$ cat config.mk
export PLATFORM = sky130hd
export DESIGN_NAME = bmtb_ctrl
export DESIGN_NICKNAME = d
export VERILOG_FILES = /design/src/sv/bmtb_pkg.sv /design/src/sv/bmtb_ctrl.sv
export SDC_FILE = /design/constraint.sdc
export NUM_CORES = 1
export LEC_CHECK = 0
export ABC_AREA = 1
export BUFFER_PORTS_ARGS = -buffer_cell sky130_fd_sc_hd__buf_2
export CORE_UTILIZATION = 32
export DETAILED_ROUTE_END_ITERATION = 6
export PLACE_DENSITY = 0.67
export SETUP_SLACK_MARGIN = 0.2
export SYNTH_ARGS = -nofsm -noshare
export SYNTH_HDL_FRONTEND = slang
export SYNTH_SLANG_ARGS = --single-unit
$ cat constraint.sdc
create_clock -name clk_i -period 2 [get_ports clk_i]
set_input_delay 0.4 -clock clk_i [delete_from_list [all_inputs] [get_ports clk_i]]
set_output_delay 0.4 -clock clk_i [all_outputs]
set_load 0.02 [all_outputs]
$ cat src/sv/bmtb_pkg.sv
// ----------------------------------------------------------------------------
// bmtb_pkg
// types, codes and helpers of the boyer-moore table builder
// ----------------------------------------------------------------------------
package bmtb_pkg;

  localparam int ALPHABET   = 256;
  localparam int CHAR_W     = 8;
  localparam int SHIFT_W    = 9;
  localparam int LEN_W      = 9;
  localparam int POS_W      = 9;
  localparam int CFG_IDX_W  = 2;
  localparam int CFG_DATA_W = 9;

  typedef enum logic [1:0] {
    OPC_WRITE   = 2'd0,
    OPC_BUILD   = 2'd1,
    OPC_RD_BAD  = 2'd2,
    OPC_RD_GOOD = 2'd3
  } opcode_e;

  typedef enum logic [1:0] {
    STS_OK    = 2'd0,
    STS_EMPTY = 2'd1,
    STS_RANGE = 2'd2
  } status_e;

  typedef enum logic [1:0] {
    CFG_LENGTH  = 2'd0,
    CFG_FORWARD = 2'd1,
    CFG_CASE    = 2'd2
  } cfg_idx_e;

  typedef enum logic [4:0] {
    ST_IDLE, ST_RDWAIT, ST_BCF, ST_INIT_RD, ST_INIT_WR,
    ST_K_BL, ST_K_RA, ST_K_CHK, ST_K_RB, ST_K_UPD, ST_K_DEC,
    ST_P1_RD, ST_P1_WR, ST_P2_BL, ST_P2_LD, ST_P2_LOOP, ST_P2_WR,
    ST_FIN, ST_DONE
  } ctrl_state_e;

  typedef enum logic [4:0] {
    OP_ACCEPT, OP_RDWAIT, OP_BCF, OP_INIT_RD, OP_INIT_WR,
    OP_K_BL, OP_K_RA, OP_K_CHK, OP_K_RB, OP_K_UPD, OP_K_DEC,
    OP_P1_RD, OP_P1_WR, OP_P2_BL, OP_P2_LD, OP_P2_LOOP, OP_P2_WR,
    OP_FIN, OP_NONE
  } dp_op_e;

  typedef struct packed {
    dp_op_e op;
    logic   accept;
    logic   out_load;
  } dp_cmd_t;

  typedef struct packed {
    logic build_ok;
    logic read_ok;
    logic sweep_last;
    logic i_zero;
    logic i_lt_len;
    logic t_le_len;
    logic chars_eq;
    logic k_lt_t;
    logic t_le_i;
  } dp_stat_t;

  // ascii upper case to lower case when folding is on
  function automatic logic [CHAR_W-1:0] fold_char(logic [CHAR_W-1:0] c, logic case_sens);
    logic [CHAR_W-1:0] r;
    r = c;
    if (!case_sens && (c inside {[8'h41:8'h5A]})) begin
      r = c + CHAR_W'(32);
    end
    return r;
  endfunction

endpackage

$ cat src/sv/bmtb_ctrl.sv
// ----------------------------------------------------------------------------
// bmtb_ctrl
// command sequencer: decodes words and steps the table build
// ----------------------------------------------------------------------------
module bmtb_ctrl
  import bmtb_pkg::*;
(
  input  logic        clk_i,
  input  logic        rst_ni,
  input  logic        in_valid_i,
  output logic        in_ready_o,
  input  logic [1:0]  opcode_i,
  output logic        out_valid_o,
  input  logic        out_ready_i,
  input  dp_stat_t    stat_i,
  output dp_cmd_t     cmd_o
);

  ctrl_state_e state_q, state_d;
  logic        out_valid_q, out_valid_d;
  logic        slot_free;

  assign slot_free   = !out_valid_q || out_ready_i;
  assign in_ready_o  = (state_q == ST_IDLE);
  assign out_valid_o = out_valid_q;

  // next state
  always_comb begin
    state_d = state_q;
    case (state_q)
      ST_IDLE: begin
        if (in_valid_i) begin
          case (opcode_e'(opcode_i))
            OPC_WRITE:   state_d = ST_DONE;
            OPC_BUILD:   state_d = stat_i.build_ok ? ST_BCF : ST_DONE;
            OPC_RD_BAD,
            OPC_RD_GOOD: state_d = stat_i.read_ok ? ST_RDWAIT : ST_DONE;
            default:     state_d = ST_DONE;
          endcase
        end
      end
      ST_RDWAIT:  state_d = ST_DONE;
      ST_BCF:     state_d = stat_i.sweep_last ? ST_INIT_RD : ST_BCF;
      ST_INIT_RD: state_d = stat_i.i_lt_len ? ST_INIT_WR : ST_K_BL;
      ST_INIT_WR: state_d = ST_INIT_RD;
      ST_K_BL:    state_d = stat_i.i_zero ? ST_P1_RD : ST_K_RA;
      ST_K_RA:    state_d = ST_K_CHK;
      ST_K_CHK:   state_d = stat_i.t_le_len ? ST_K_RB : ST_K_DEC;
      ST_K_RB:    state_d = stat_i.chars_eq ? ST_K_DEC : ST_K_UPD;
      ST_K_UPD:   state_d = ST_K_CHK;
      ST_K_DEC:   state_d = ST_K_BL;
      ST_P1_RD:   state_d = stat_i.k_lt_t ? ST_P1_WR : ST_P2_BL;
      ST_P1_WR:   state_d = ST_P1_RD;
      ST_P2_BL:   state_d = ST_P2_LD;
      ST_P2_LD:   state_d = stat_i.t_le_len ? ST_P2_LOOP : ST_FIN;
      ST_P2_LOOP: begin
        if (stat_i.t_le_i) begin
          state_d = ST_P2_WR;
        end else if (!stat_i.t_le_len) begin
          state_d = ST_FIN;
        end else begin
          state_d = ST_P2_LD;
        end
      end
      ST_P2_WR:   state_d = ST_P2_LOOP;
      ST_FIN:     state_d = ST_DONE;
      ST_DONE:    state_d = slot_free ? ST_IDLE : ST_DONE;
      default:    state_d = ST_IDLE;
    endcase
  end

  // datapath commands
  always_comb begin
    cmd_o.accept   = 1'b0;
    cmd_o.out_load = 1'b0;
    case (state_q)
      ST_IDLE: begin
        cmd_o.op     = OP_ACCEPT;
        cmd_o.accept = in_valid_i;
      end
      ST_RDWAIT:  cmd_o.op = OP_RDWAIT;
      ST_BCF:     cmd_o.op = OP_BCF;
      ST_INIT_RD: cmd_o.op = OP_INIT_RD;
      ST_INIT_WR: cmd_o.op = OP_INIT_WR;
      ST_K_BL:    cmd_o.op = OP_K_BL;
      ST_K_RA:    cmd_o.op = OP_K_RA;
      ST_K_CHK:   cmd_o.op = OP_K_CHK;
      ST_K_RB:    cmd_o.op = OP_K_RB;
      ST_K_UPD:   cmd_o.op = OP_K_UPD;
      ST_K_DEC:   cmd_o.op = OP_K_DEC;
      ST_P1_RD:   cmd_o.op = OP_P1_RD;
      ST_P1_WR:   cmd_o.op = OP_P1_WR;
      ST_P2_BL:   cmd_o.op = OP_P2_BL;
      ST_P2_LD:   cmd_o.op = OP_P2_LD;
      ST_P2_LOOP: cmd_o.op = OP_P2_LOOP;
      ST_P2_WR:   cmd_o.op = OP_P2_WR;
      ST_FIN:     cmd_o.op = OP_FIN;
      ST_DONE: begin
        cmd_o.op       = OP_NONE;
        cmd_o.out_load = slot_free;
      end
      default:    cmd_o.op = OP_NONE;
    endcase
  end

  // output valid flag
  always_comb begin
    out_valid_d = out_valid_q;
    if (cmd_o.out_load) begin
      out_valid_d = 1'b1;
    end else if (out_ready_i) begin
      out_valid_d = 1'b0;
    end
  end

  always_ff @(posedge clk_i or negedge rst_ni) begin
    if (!rst_ni) begin
      state_q     <= ST_IDLE;
      out_valid_q <= 1'b0;
    end else begin
      state_q     <= state_d;
      out_valid_q <= out_valid_d;
    end
  end

endmodule

==> results of run 1 <==
==> cell usage in the layout (no fill, tap or decap), types with 2 or more instances in the layout <==
master,count
o211ai_1,2
nor2_1,31
inv_2,3
dfrtp_2,3
nand3_1,8
nor2_2,2
nand2_2,3
nand2_1,30
buf_4,9
nor3_1,4
nor2_4,3
o21ai_0,3
inv_1,19
dfrtp_1,3
clkbuf_4,3
buf_2,20
==> worst max-delay path by stage <==
stage	slack, ns	end	from	cells past startpoint
after floorplan	0.35	cmd_o[1]	state_q[3]	5
after global placement	0.40	cmd_o[2]	state_q[3]	6
after detailed placement	0.34	cmd_o[2]	state_q[3]	6
after CTS	0.20	cmd_o[2]	state_q[1]	6
after global routing	0.15	cmd_o[0]	state_q[3]	6
final	0.24	cmd_o[0]	state_q[3]	6
==> sequential cells by signal (all words and copies together) (netlist names) <==
signal,cells
out_valid_o,1
state_q,5
==> cells by family (layout without fill, tap and decap cells) <==
logic type / count (synthesis) / in the layout
AOI/OAI and AO/OA: 7 / 7
DFF: 6 / 6
buffers and inverters: 25 / 56
and+or+nand+nor: 86 / 86
==> metrics by stage <==
stage	instance area [um2]	hold WS, ns
floorplan	658	0.104
global placement	791	0.227
detailed placement	791	0.227
CTS	861	0.381
global route	915	0.404
finish	915	0.384
==> report_power, final <==
part           internal [W]  switching [W]
combinational      0.000341       0.000564
clock             0.0000678      0.0000431
sequential         0.000178      0.0000665
total              0.000586       0.000673
==> final cells by class <==
type / instances / area share
multi-input cells: 93 / 0.479
repair buffers: 30 / 0.194
flip-flops and latches: 6 / 0.168
inverters: 23 / 0.0971
well taps: 27 / 0.0369
clock buffers: 3 / 0.0246
==> repair_timing <==
item,CTS,global route
endpoints found under the hold margin,6,0
gates resized for setup,11,10
pin swaps,2,3
setup endpoints to repair,3,3
hold buffers,1,0
setup buffers,2,4
==> routing by layer <==
| layer | vias up | track usage |
|---|---|---|
| met5 | - | 0 |
| met4 | 0 | 0.0343 |
| met3 | 2 | 0.0385 |
| met2 | 35 | 0.307 |
| met1 | 358 | 0.247 |
| li1 | 439 | - |
==> metrics.md, run 1 <==
| Metric | Value |
|---|---|
| Prevailing post-synth register cell | `dfrtp_1` |
| Dpl cells | `between 150 and 200` |
| Synthesized net count | `between 100 and 150` |
| Global-route wire length before repair | `~3 mm` |
| Non-filler cells, final | `182` |
| Crit path launch type | `flop` |
| Htree depth | `1` |
| Crit path max fanout | `5` |
| Cells after Synth | `124` |
| Total core area | `0.00194 mm2` |
| Crit path DAT | `1.36 ns` |
| IO Port Bufs | `23` |
| Slowest cell delay on critical path | `0.43 ns` |
| Biggest area consumer among synthesized cells | `dfrtp_1` |
| Initial antenna violation count | `0` |
| Slew Viols, Final | `0` |
| Synth Area in XOR/XNOR | `0` |
| R2R setup slack | `0.51 ns` |
| Met3 routed WL | `110 um` |
| Final Hold Violating Endpoints | `0` |
| Gpl congestion | `just under 0.9` |
| Die height | `47.4 um` |
| Peak VDD IR | `slightly above 500 uV` |
| Post-synthesis simple-gate area fraction | `0.553` |
| Synth Area in Adders | `0` |
| Post-Route WL | `1.78 mm` |
| Grt ovf | `0` |
| Layout cells sized above 1 | `0.316` |
| Power Density | `1380 mW/mm2` |
| CTS Root Cell | `clkbuf_4` |
| Layout Utilization | `0.471` |
| Status | `completed` |
| Fill cells | `about 230` |
| Clk Latency, worst-skew pair | `0.25 ns` |
| Routed met2 length | `860 um` |
| CP Class | `reg -> out` |
| Ratio of final minimum period to clock period | `0.879` |
| Initial drt markers | `39` |
| Design Power | `roughly 0.0013 W` |
| Antenna-violating nets left | `0` |
| Clock sink total | `6` |
| Area of the multi-input gates | `438 um2` |
| LEAKAGE | `~0.53 nW` |
| NumNets Final | `172` |
| Mapped cell area | `658 um2` |
| Reg area | `between 150 and 200 um2` |
| Sum of negative setup slack | `0 ns` |
| Post-synth EDFFs | `0` |
| WL met1 | `802 um` |
| Starting Density | `0.339` |
| Endpoints failing setup | `0` |
| CTS tree | `yes` |
| Slowest-stage cell, CP | `dfrtp_2` |
| Total die area | `0.00224 mm2` |
| Hold Path Origin | `out_ready_i` |
| Clk buf depth | `2` |
| # IOs | `24` |
| TritonCTS Buffers | `3` |
| Cell Chain, Critical Path | `nor2_4 > nand2_1 > nor2_2 > inv_1 > nor2_1 > buf_4` |
| Sequential element share of the synthesized area | `0.228` |
| Ys async rst share | `1.00` |
| CP required | `1.60 ns` |
| Synth area leaders | `dfrtp_1 (23%), nand2_1 (19%), nor2_1 (19%)` |
| FF-to-FF Start | `state_q[3]` |
| Max layer used | `met4` |
| Max Freq | `0.569 GHz` |
| Hold Crit Class | `in -> reg` |
| Worst-Margin Slew | `0.249 ns` |
| Top Family by Delay on Critical Path | `simple AND/OR/NAND/NOR gates` |
| Via density | `4.58` |
| Hold depth | `2` |
| Crit end category | `output port` |
| Synth Area in Compound Gates | `0.0627` |
| Mux share of post-synthesis cell area | `0` |
| Flops & latches, synth | `6` |
| Rel. slew slack | `0.832` |
| DRC errors left | `0` |
| P&R area growth vs syn | `39.0%` |
| Synth warn | `0` |
| RSZ-0062 raised after global routing | `true` |
| Largest net degree at the start of global routing | `8` |
| DP Wirelength | `1.42 mm` |
| Drt first pass iters | `4` |
| Post-Place Setup Slack | `0.344 ns` |
| Mean Syn Cell Area | `5.31 um2` |
| Share of the synthesized area in the top cell type | `0.228` |
| Final setup margin | `around 0.24 ns` |
| Buffers & Inverters on Critical Path | `2` |
| Number of global-route vias before repair | `between 700 and 800` |
| Vias | `834` |
| Antenna fix cells | `0` |
| Total track usage | `0.185` |
| Clk slew on worst S/H paths | `~0.050 ns` |
| Drt wl/cell | `9.79 um` |
| Post-synth top cells | `nand2_1 (34), nor2_1 (34), inv_1 (23)` |
| Hold-critical path endpoint | `out_valid_o` |
| Die Span X | `47.4 um` |
| Reg-to-Reg End | `state_q[0]` |
| Worst-case reg-to-reg path depth | `9` |
| Post-route minimum period | `between 1.5 and 2 ns` |
| Max Cap Viol | `0` |
| Distinct cells, synth | `16` |
| Main combinational cell family by area after synthesis | `simple AND/OR/NAND/NOR gates` |
| Max Clock Skew | `0.00673 ns` |
| Row Count | `16` |
(Power assumes the default switching activity.)
==> inputs of run 2 (changes only) <==
--- a/config.mk
+++ b/config.mk
@@ -7,9 +7,9 @@
 export LEC_CHECK = 0
 export ABC_AREA = 1
 export BUFFER_PORTS_ARGS = -buffer_cell sky130_fd_sc_hd__buf_2
-export CORE_UTILIZATION = 32
+export CORE_UTILIZATION = 45
 export DETAILED_ROUTE_END_ITERATION = 6
-export PLACE_DENSITY = 0.67
+export PLACE_DENSITY = 0.85
 export SETUP_SLACK_MARGIN = 0.2
 export SYNTH_ARGS = -nofsm -noshare
 export SYNTH_HDL_FRONTEND = slang
==> run 2 against run 1 <==
Against the previous run: first-iteration DRC count down 31%; hold slack worse by 0.0062 ns; maximum frequency down 0.98%; register-to-register slack worse by 0.03 ns; non-clock buffer count down 1; sequential share of layout area up 0.14 points; sequential power up 4%; cell area unchanged; largest cell class unchanged.
==> metrics.md, run 2 (synthesis results as in run 1) <==
| Metric | Value |
|---|---|
| Post-route minimum period | `1.78 ns (was 1.76 ns)` |
| Crit path DAT | `1.38 ns (was 1.36 ns)` |
| Row Count | `13 (was 16)` |
| Total die area | `0.00162 mm2 (was 0.00224 mm2)` |
| Max Cap Viol | `0 (unchanged)` |
| Antenna-violating nets left | `0 (unchanged)` |
| Via density | `5.08 (was 4.58)` |
| Power Density | `1420 mW/mm2 (was 1380 mW/mm2)` |
| Worst-Margin Slew | `0.250 ns (was 0.249 ns)` |
| Clk slew on worst S/H paths | `0.04 ns (was 0.05 ns)` |
| Final Hold Violating Endpoints | `0 (unchanged)` |
| Number of global-route vias before repair | `676 (was 703)` |
| R2R setup slack | `0.48 ns (was 0.51 ns)` |
| Commonest cells after routing, fill and taps aside | `nor2_1 (31), nand2_1 (29), buf_2 (20) (was nor2_1 (31), nand2_1 (30), buf_2 (20))` |
| Largest net degree at the start of global routing | `8 (unchanged)` |
| DP Wirelength | `1.45 mm (was 1.42 mm)` |
| Final hold slack | `0.378 ns (was 0.384 ns)` |
| CP Class | `reg -> out (unchanged)` |
| Peak VDD IR | `729 uV (was 507 uV)` |
| Post-Route WL | `1.85 mm (was 1.78 mm)` |
| NumNets Final | `171 (was 172)` |
| LEAKAGE | `0.528 nW (was 0.532 nW)` |
| Initial antenna violation count | `0 (unchanged)` |
| Initial drt markers | `27 (was 39)` |
| Commonest non-fill, non-tap cell in the layout | `nor2_1 (unchanged)` |
| Clk buf depth | `2 (unchanged)` |
| Max Clock Skew | `0.00360 ns (was 0.00673 ns)` |
| Top reg by flops | `state_q (unchanged)` |
| CTS tree | `yes (unchanged)` |
| Slew Viols, Final | `0 (unchanged)` |
| TritonCTS Buffers | `3 (unchanged)` |
| Total core area | `0.00133 mm2 (was 0.00194 mm2)` |
| Antenna fix cells | `0 (unchanged)` |
| Fill cells | `115 (was 227)` |
| Hold Crit Class | `in -> reg (unchanged)` |
| Grt ovf | `0 (unchanged)` |
| Htree depth | `1 (unchanged)` |
| Global-route wire length before repair | `2.78 mm (was 2.92 mm)` |
| Die height | `40.2 um (was 47.4 um)` |
| RSZ-0062 raised after global routing | `true (unchanged)` |
| Status | `completed (unchanged)` |
| Layout cells sized above 1 | `0.338 (was 0.316)` |
| Starting Density | `0.493 (was 0.339)` |
| Non-filler cells, final | `169 (was 182)` |
| Gpl congestion | `1.02 (was 0.893)` |
| CP required | `1.60 ns (about the same)` |
| CTS Root Cell | `clkbuf_4 (unchanged)` |
| Total track usage | `0.251 (was 0.185)` |
| Dpl cells | `160 (was 172)` |
| Crit end category | `output port (unchanged)` |
| Endpoints failing setup | `0 (unchanged)` |
| Design area | `915 um2 (unchanged)` |
| Sum of negative setup slack | `0 ns (unchanged)` |
| Crit path launch type | `flop (unchanged)` |
| P&R area growth vs syn | `39.0% (unchanged)` |
| Drt first pass iters | `4 (unchanged)` |
| # IOs | `24 (unchanged)` |
| Clk Latency, worst-skew pair | `0.25 ns (about the same)` |
| Die Span X | `40.2 um (was 47.4 um)` |
| Cell Area, Placed | `776 um2 (was 791 um2)` |
| Vias | `859 (was 834)` |
| Drt wl/cell | `10.9 um (was 9.79 um)` |
| Rel. slew slack | `0.832 (about the same)` |
| IO Port Bufs | `23 (unchanged)` |
| Crit path max fanout | `5 (unchanged)` |
| Clock sink total | `6 (unchanged)` |
| Max FFs per register | `5 (unchanged)` |
| DRC errors left | `0 (unchanged)` |
| Max Freq | `0.563 GHz (was 0.569 GHz)` |
| Ratio of final minimum period to clock period | `0.888 (was 0.879)` |
-- run 2: report_power, final --
group | total, W | switching (W) | internal (W)
Sequential | 0.000254 | 0.0000735 | 0.000180
Combinational | 0.000935 | 0.000592 | 0.000343
Clock | 0.000112 | 0.0000443 | 0.0000679
Total | 0.00130 | 0.000710 | 0.000591
-- run 2: what timing repair did --
action                     CTS  global route
setup endpoints to repair    3             3
hold buffers                 1             0
resized for setup           13            15
hold endpoints to repair     6             0
buffers inserted             2             3
cloned                       0             0
pin swaps                    2             3
-- run 2: cell type report --
class	count	area [um2]	share of cell area
Multi-Input combinational cell	93	457	0.499
Timing Repair Buffer	29	170	0.186
Sequential cell	6	155	0.170
Inverter	23	91.3	0.0999
Clock buffer	3	22.5	0.0246
Tap cell	15	18.8	0.0205
-- run 2: worst paths after layout --
check,from,endpoint,cells after the start
min in group asynchronous,rst_ni,state_q[4],2
min reg2reg,out_valid_o,out_valid_o,2
max in group asynchronous,rst_ni,state_q[3],2
max reg2reg,state_q[3],state_q[3],7
min,out_ready_i,out_valid_o,2
max,state_q[3],cmd_o[1],6
-- run 2: critical path: stages, from the launching register on --
cell and delay [ns]:
dfrtp_2 0.42, nor2_4 0.19, nand2_4 0.10, nor2_4 0.14, inv_2 0.05, nor2_1 0.09, buf_4 0.15
-- run 2: through the flow --
step | total power (W) | worst slack, ns | utilization
6_report | 0.00130 | 0.225 | 0.686
5_1_grt | 0.00141 | 0.187 | 0.686
4_1_cts | 0.00116 | 0.201 | 0.638
3_5_place_dp | 0.000972 | 0.300 | 0.582
3_3_place_gp | 0.000952 | 0.390 | 0.582
2_1_floorplan | 0.000773 | 0.350 | -
-- run 2: metal layers --
layer  share of wire  global-route usage  vias up
met5               0                   0        -
met4           0.012              0.0500        0
met3           0.062                   0        4
met2            0.52               0.512       54
met1            0.41               0.288      364
li1                -                   -      437
